### config.mk
export PLATFORM = sky130hd
export DESIGN_NAME = nucleotide_diversity_accumulator_flat
export DESIGN_NICKNAME = d
export VERILOG_FILES = /design/src/sv/nda_pkg.sv /design/src/sv/nda_in_if.sv /design/src/sv/nda_out_if.sv /design/src/sv/nucleotide_diversity_accumulator.sv /design/src/flat_wrapper.sv
export SDC_FILE = /design/constraint.sdc
export NUM_CORES = 2
export LEC_CHECK = 0
export ABC_AREA = 1
export BUFFER_PORTS_ARGS = -buffer_cell sky130_fd_sc_hd__buf_2
export CORE_MARGIN = 10
export CORE_UTILIZATION = 58
export DETAILED_ROUTE_END_ITERATION = 10
export PLACE_DENSITY = 0.8
export REMOVE_ABC_BUFFERS = 1
export SLEW_MARGIN = 5
export SYNTH_ARGS = -nofsm -noshare
export SYNTH_HDL_FRONTEND = slang
export SYNTH_SLANG_ARGS = --single-unit
### constraint.sdc
create_clock -name clk -period 27 [get_ports clk]
set_input_delay 1.35 -clock clk [delete_from_list [all_inputs] [get_ports clk]]
set_output_delay 1.35 -clock clk [all_outputs]
set_load 0.01 [all_outputs]
### src/sv/nda_pkg.sv
// ----------------------------------------------------------------------------
// nda_pkg: shared constants and helpers for the nucleotide diversity block
// Field widths, the sample-size limit and the effective-n function.
// ----------------------------------------------------------------------------
package nda_pkg;

  localparam int unsigned CountW   = 9;   // sample_size and derived_count
  localparam int unsigned LenW     = 32;  // locus_length
  localparam int unsigned CfgDataW = 32;  // widest configuration register
  localparam int unsigned SumW     = 40;  // heterozygosity sum
  localparam int unsigned NsqW     = 17;  // n*n for n up to MaxSamples
  localparam int unsigned DenW     = NsqW + LenW;  // n*n*L
  localparam int unsigned ThetaW   = 32;  // Q8.24 result
  localparam int unsigned LoBits   = 7;   // sum bits below the first remainder
  localparam int unsigned StepW    = 5;   // counts the ThetaW divide steps

  localparam logic [CountW-1:0] MaxSamples     = 9'd256;
  localparam logic [CountW-1:0] SampleSizeRst  = 9'd2;
  localparam logic [LenW-1:0]   LocusLengthRst = 32'd1;

  // Configuration register indexes.
  localparam logic RegSampleSize  = 1'b0;
  localparam logic RegLocusLength = 1'b1;

  typedef logic [CountW-1:0] count_t;
  typedef logic [SumW-1:0]   sum_t;
  typedef logic [DenW-1:0]   den_t;
  typedef logic [ThetaW-1:0] theta_t;

  // Sample size as used by the arithmetic: clamped to the limit, zero as one.
  function automatic count_t eff_n(input count_t n);
    count_t r;
    r = n;
    if (r > MaxSamples) begin
      r = MaxSamples;
    end
    if (r == '0) begin
      r = count_t'(1);
    end
    return r;
  endfunction

endpackage

### src/sv/nda_in_if.sv
// ----------------------------------------------------------------------------
// nda_in_if: per-site input channel
// Carries one derived-allele count and the last-site mark with valid/ready.
// ----------------------------------------------------------------------------
interface nda_in_if;
  logic                        valid;
  logic                        ready;
  logic [nda_pkg::CountW-1:0]  derived_count;
  logic                        last_site;

  modport source (output valid, output derived_count, output last_site, input ready);
  modport sink   (input valid, input derived_count, input last_site, output ready);
endinterface

### src/sv/nda_out_if.sv
// ----------------------------------------------------------------------------
// nda_out_if: per-locus result channel
// Carries theta per site in Q8.24 and the saturation flag with valid/ready.
// ----------------------------------------------------------------------------
interface nda_out_if;
  logic                        valid;
  logic                        ready;
  logic [nda_pkg::ThetaW-1:0]  theta_per_site;
  logic                        saturated;

  modport source (output valid, output theta_per_site, output saturated, input ready);
  modport sink   (input valid, input theta_per_site, input saturated, output ready);
endinterface

### src/sv/nucleotide_diversity_accumulator.sv
// ----------------------------------------------------------------------------
// nucleotide_diversity_accumulator: nucleotide diversity per site
// Accumulates d*(n-d) per site and divides by n*n*L at the end of a locus.
// ----------------------------------------------------------------------------
// A site that is not marked last is taken while the block is idle, so such
// sites can stream at one per clock. A site marked last closes the locus:
// its term is added, then n*n and n*n*L are formed in the StNsq and StDen
// states, StChk checks for saturation, and a restoring divider built on a
// single 50-bit subtractor produces the 32 quotient bits one per cycle
// before StOut loads the result register. The input is not ready from a
// last site until that load (the divide is skipped on saturation), which
// waits while the previous result still sits unread in the output register.
// Theta is floor(2*sum*2^24/(n*n*L)), clamped to all ones with saturated set.
module nucleotide_diversity_accumulator (
  input  logic                          clk,
  input  logic                          rst_n,
  input  logic                          cfg_we,
  input  logic                          cfg_index,
  input  logic [nda_pkg::CfgDataW-1:0]  cfg_wdata,
  nda_in_if.sink                        in_if,
  nda_out_if.source                     out_if
);

  localparam logic [2:0] StIdle = 3'd0;
  localparam logic [2:0] StNsq  = 3'd1;
  localparam logic [2:0] StDen  = 3'd2;
  localparam logic [2:0] StChk  = 3'd3;
  localparam logic [2:0] StDiv  = 3'd4;
  localparam logic [2:0] StOut  = 3'd5;

  logic [2:0]                      state_r;
  nda_pkg::count_t                 sample_size_r;
  logic [nda_pkg::LenW-1:0]        locus_length_r;
  nda_pkg::sum_t                   sum_r;
  nda_pkg::sum_t                   sum_nxt;
  nda_pkg::sum_t                   num_r;
  logic [nda_pkg::NsqW-1:0]        nsq_r;
  nda_pkg::den_t                   den_r;
  nda_pkg::den_t                   rem_r;
  logic [nda_pkg::LoBits-1:0]      lo_r;
  nda_pkg::theta_t                 quo_r;
  logic                            sat_r;
  logic [nda_pkg::StepW-1:0]       step_r;
  logic                            out_valid_r;
  nda_pkg::theta_t                 out_theta_r;
  logic                            out_sat_r;

  nda_pkg::count_t                 n_eff;
  nda_pkg::count_t                 d_clamp;
  logic [2*nda_pkg::CountW-1:0]    term;
  logic [nda_pkg::SumW:0]          sum_add;
  logic [2*nda_pkg::CountW-1:0]    nsq_full;
  logic [nda_pkg::LenW-1:0]        len_eff;
  logic [nda_pkg::DenW:0]          sub_a;
  logic [nda_pkg::DenW+1:0]        sub_diff;
  logic                            sub_geq;
  logic                            in_fire;
  logic                            out_free;
  logic                            out_load;

  assign n_eff    = nda_pkg::eff_n(sample_size_r);
  assign d_clamp  = (in_if.derived_count > n_eff) ? n_eff : in_if.derived_count;
  assign term     = (2*nda_pkg::CountW)'(d_clamp) * (2*nda_pkg::CountW)'(n_eff - d_clamp);
  assign sum_add  = {1'b0, sum_r} + (nda_pkg::SumW+1)'(term);
  assign sum_nxt  = sum_add[nda_pkg::SumW] ? '1 : sum_add[nda_pkg::SumW-1:0];
  assign nsq_full = (2*nda_pkg::CountW)'(n_eff) * (2*nda_pkg::CountW)'(n_eff);
  assign len_eff  = (locus_length_r == '0) ? nda_pkg::LenW'(1) : locus_length_r;

  // The one subtractor: the saturation check compares sum/128 against the
  // divisor, and each divide step compares the shifted remainder.
  always_comb begin
    if (state_r == StChk) begin
      sub_a = (nda_pkg::DenW+1)'(num_r[nda_pkg::SumW-1:nda_pkg::LoBits]);
    end else begin
      sub_a = {rem_r, lo_r[nda_pkg::LoBits-1]};
    end
  end
  assign sub_diff = {1'b0, sub_a} - {2'b00, den_r};
  assign sub_geq  = ~sub_diff[nda_pkg::DenW+1];

  assign in_if.ready = (state_r == StIdle);
  assign in_fire     = in_if.valid && (state_r == StIdle);
  assign out_free    = !out_valid_r || out_if.ready;
  assign out_load    = (state_r == StOut) && out_free;

  assign out_if.valid          = out_valid_r;
  assign out_if.theta_per_site = out_theta_r;
  assign out_if.saturated      = out_sat_r;

  always_ff @(posedge clk) begin
    if (!rst_n) begin
      state_r        <= StIdle;
      sample_size_r  <= nda_pkg::SampleSizeRst;
      locus_length_r <= nda_pkg::LocusLengthRst;
      sum_r          <= '0;
      out_valid_r    <= 1'b0;
      step_r         <= '0;
    end else begin
      if (cfg_we) begin
        case (cfg_index)
          nda_pkg::RegSampleSize:  sample_size_r  <= cfg_wdata[nda_pkg::CountW-1:0];
          nda_pkg::RegLocusLength: locus_length_r <= cfg_wdata[nda_pkg::LenW-1:0];
          default: ;
        endcase
      end

      if (out_load) begin
        out_valid_r <= 1'b1;
        out_theta_r <= quo_r;
        out_sat_r   <= sat_r;
      end else if (out_if.ready) begin
        out_valid_r <= 1'b0;
      end

      case (state_r)
        StIdle: begin
          if (in_fire) begin
            if (in_if.last_site) begin
              // Hand the closed sum to the divider and start the next locus.
              num_r   <= sum_nxt;
              sum_r   <= '0;
              state_r <= StNsq;
            end else begin
              sum_r <= sum_nxt;
            end
          end
        end
        StNsq: begin
          nsq_r   <= nsq_full[nda_pkg::NsqW-1:0];
          state_r <= StDen;
        end
        StDen: begin
          den_r   <= nda_pkg::DenW'(nsq_r) * nda_pkg::DenW'(len_eff);
          state_r <= StChk;
        end
        StChk: begin
          if (sub_geq) begin
            quo_r   <= '1;
            sat_r   <= 1'b1;
            state_r <= StOut;
          end else begin
            rem_r   <= nda_pkg::DenW'(num_r[nda_pkg::SumW-1:nda_pkg::LoBits]);
            lo_r    <= num_r[nda_pkg::LoBits-1:0];
            quo_r   <= '0;
            sat_r   <= 1'b0;
            step_r  <= '0;
            state_r <= StDiv;
          end
        end
        StDiv: begin
          rem_r  <= sub_geq ? sub_diff[nda_pkg::DenW-1:0] : sub_a[nda_pkg::DenW-1:0];
          quo_r  <= {quo_r[nda_pkg::ThetaW-2:0], sub_geq};
          lo_r   <= {lo_r[nda_pkg::LoBits-2:0], 1'b0};
          step_r <= step_r + 1'b1;
          if (step_r == '1) begin
            state_r <= StOut;
          end
        end
        StOut: begin
          if (out_free) begin
            state_r <= StIdle;
          end
        end
        default: begin
          state_r <= StIdle;
        end
      endcase
    end
  end

endmodule

### src/flat_wrapper.sv
// flat-port wrapper written by rule: the top's interface ports become plain ports
module nucleotide_diversity_accumulator_flat 
  (clk, rst_n, cfg_we, cfg_index, cfg_wdata, in_if_valid, in_if_derived_count, in_if_last_site, in_if_ready, out_if_valid, out_if_theta_per_site, out_if_saturated, out_if_ready);
  nda_in_if in_if_i ();
  nda_out_if out_if_i ();
  input  logic clk;
  input  logic rst_n;
  input  logic cfg_we;
  input  logic cfg_index;
  input  logic [nda_pkg::CfgDataW-1:0] cfg_wdata;
  input wire logic [$bits(in_if_i.valid)-1:0] in_if_valid;
  input wire logic [$bits(in_if_i.derived_count)-1:0] in_if_derived_count;
  input wire logic [$bits(in_if_i.last_site)-1:0] in_if_last_site;
  output wire logic [$bits(in_if_i.ready)-1:0] in_if_ready;
  output wire logic [$bits(out_if_i.valid)-1:0] out_if_valid;
  output wire logic [$bits(out_if_i.theta_per_site)-1:0] out_if_theta_per_site;
  output wire logic [$bits(out_if_i.saturated)-1:0] out_if_saturated;
  input wire logic [$bits(out_if_i.ready)-1:0] out_if_ready;
  assign in_if_i.valid = in_if_valid;
  assign in_if_i.derived_count = in_if_derived_count;
  assign in_if_i.last_site = in_if_last_site;
  assign in_if_ready = in_if_i.ready;
  assign out_if_valid = out_if_i.valid;
  assign out_if_theta_per_site = out_if_i.theta_per_site;
  assign out_if_saturated = out_if_i.saturated;
  assign out_if_i.ready = out_if_ready;
  nucleotide_diversity_accumulator u_core (.clk(clk), .rst_n(rst_n), .cfg_we(cfg_we), .cfg_index(cfg_index), .cfg_wdata(cfg_wdata), .in_if(in_if_i), .out_if(out_if_i));
endmodule
==> impl_metrics.tcl <==
set metrics [dict create \
    ys.flop_type "edfxtp_1" \
    grt_pass1_wl_um 180000 \
    dp.final_hpwl_um 87500 \
    hold_depth 0 \
    post-cts-setup-buffer-count 0 \
    finalSetupViolCount 0 \
    fillers 6144 \
    drt-initial-drc-count 2931 \
    final_antenna_net_count 0 \
    core-area_um2 69900 \
    holdBufCountCts 0 \
    status "finished clean" \
    cts_made_buffers 37 \
    rows 97 \
    crit_path_frequent_cell "inv_1" \
    start_util_pct 58.4 \
    portBuffers 82 \
    via_count 34000 \
    final.setup.tns_ps 0 \
    post_cts_resized 0 \
    ys_seq_area_share_pct 21.1 \
    cts_root_buffer "clkbuf_16" \
    ctsLongestPathBuffers 3 \
    relSlewSlack_pct 23.8 \
    fin_crit_ps 11780 \
    skew_ps 38.6 \
    finalWirelength_um 112000 \
    nets 6120 \
    cts_tree "yes" \
    slew_viol_final 0 \
    max_freq_mhz 84.9 \
    ys_types 58 \
    r2r_cells 51 \
    crit_required_ps 27220 \
    most-common-layout-cells "nand2_1, inv_1, fa_1" \
    antenna_found_initial 4 \
    fp.dieH_um 285 \
    clock_latency_ps 590 \
    ys_ff_latch 317 \
    synth_edf_count 227 \
    final_common_cell "nand2_1" \
    top_level_ports 83 \
    clkTransAtPathRegs_ps 60 \
    crit_path_max_fanout 29 \
    rsz0062_at_grt "false" \
    clock_sinks 317 \
    syn-instance-count 5203 \
    cp-start-kind "register" \
    fin_crit_sh_pct 43.6 \
    die_area_um2 81400 \
    yosysWarningCount 0 \
    syn_to_final_growth_pct 6.57 \
    grt-ovfl-total 0 \
    finalHoldViolations 0 \
    hold_path.class "register to register" \
    worst_slew_pin_slew_ps 1140 \
    maxCapViolations 0 \
    grt_pass1_vias 34000 \
    critPathMaxStageDelay_ps 940 \
    path_class "register to register" \
    arrival_ps 12000 \
    synthArstFlopShare_pct 0 \
    drc 0 \
    cpMaxStageDelayCell "inv_1" \
    fp.dieW_um 285 \
    final_layout_size_suffix_gt1_share_pct 5.60 \
    syn-cell-area_um2 40800 \
    grt_max_degree 93 \
    rrSetupSlack_ps 15220 \
    vias_per_cell 5.48 \
    htreeDepth 2 \
    syn_avg_cell_area_um2 7.85 \
    gr-usage-all-layers_pct 27.4 \
    endpoint_kind "register" \
    wire_per_inst_um 18.0 \
    gp_congestion 1.01 \
    firstDrtPassIters 7 \
]
-- cells by family (layout without fill, tap and decap cells) --
kind of cell	count (synthesis)	after routing	synth area share [%]
multiplexers	1	1	0.0245
XOR/XNOR	125	125	2.68
adder cells (fa/ha/maj)	830	830	35.7
other	2	43	0.0184
flip-flops	317	317	21.1
buffers and inverters	1328	1356	12.4
AND/OR/NAND/NOR	2034	2034	20.2
AO/OA/AOI/OAI	566	566	7.88
-- worst paths after layout --
check | from | endpoint
min | u_core.quo_r[31]$_DFFE_PP_ | u_core.out_if.theta_per_site[31]$_DFFE_PP_
min reg2reg | u_core.quo_r[31]$_DFFE_PP_ | u_core.out_if.theta_per_site[31]$_DFFE_PP_
max | u_core.sample_size_r[6]$_SDFFE_PN0P_ | u_core.num_r[5]$_DFFE_PP_
max reg2reg | u_core.sample_size_r[6]$_SDFFE_PN0P_ | u_core.num_r[5]$_DFFE_PP_
-- synthesized netlist by cell type, types with 5 or more instances --
cell      count  area, um^2
o21ai_1      18        90.1
clkinv_1      5        18.8
xnor2_1      44         385
buf_2         6        30.0
a21o_1       16         120
buf_1         5        18.8
xor2_1       81         709
fa_1        560       11200
dfxtp_1      90        1800
clkbuf_1    157         589
nand3_1     140         701
o22ai_2       9         113
nor2_1      424        1590
a31oi_1      32         200
nand3b_1      9        67.6
inv_1      1134        4260
o21bai_1     20         150
a21oi_1     235        1180
o21ai_2       5        43.8
o211ai_1      8        60.1
nor2_2       15        93.8
nor4_1       26         163
o21ai_0     188         941
nand2_1    1310        4920
buf_4         6        45.0
o21a_1        6        45.0
nor3_1       30         150
nand2_2       9        56.3
nand4_1      33         206
or2_2        21         131
o211ai_2      8         100
edfxtp_1    227        6820
ha_1        270        3380
inv_2        10        37.5
a21boi_0      6        45.0
-- sequential cells by signal, indices dropped and copies added (netlist names), 9 cells and up --
name and count:
u_core.sum_r 40, u_core.quo_r 32, u_core.rem_r 49, u_core.locus_length_r 32
u_core.sample_size_r 9, u_core.den_r 49, u_core.out_if.theta_per_site 32, u_core.nsq_r 16
u_core.num_r 40
-- stage by stage --
stage	area, um^2	hold WS, ps	setup WS [ps]	util (%)	cells
after floorplan	40200	400	17190	-	5064
after global placement	42300	401	15550	60.5	6143
after detailed placement	42300	418	15260	60.5	6143
after CTS	43500	431	15220	62.3	6211
after global routing	43500	443	14130	62.3	6211
final	43500	427	15220	62.3	6212
-- final cells by class --
cell class	instances	area, um^2	share of cell area [%]
antenna	1	2.50	0.00575
clock buffer	45	966	2.22
clock inverter	23	249	0.572
inverter	1149	4310	9.91
multi-input combinational	3598	27400	62.9
sequential	317	8620	19.8
tap	940	1180	2.70
timing repair buffer	139	838	1.93
-- critical path: cells and delay by family (launching register included) --
kind / cells / cell delay, ps
adder cells (fa/ha/maj): 9 / 3510
AO/OA/AOI/OAI: 12 / 2440
buffers and inverters: 11 / 2050
flip-flops: 1 / 350
AND/OR/NAND/NOR: 18 / 2670
XOR/XNOR: 1 / 370
-- layer usage --
layer	vias to the layer above	share of wire (%)	track usage (%)
met5	-	0.023	0
met2	1374	46	44.3
met4	4	3.6	9.08
li1	15900	-	-
met1	16500	42	37.4
met3	241	8.2	4.41
Power is left out: the tool's default activity adds up to more than one toggle a clock period on the data nets, which glitch-free logic cannot reach.
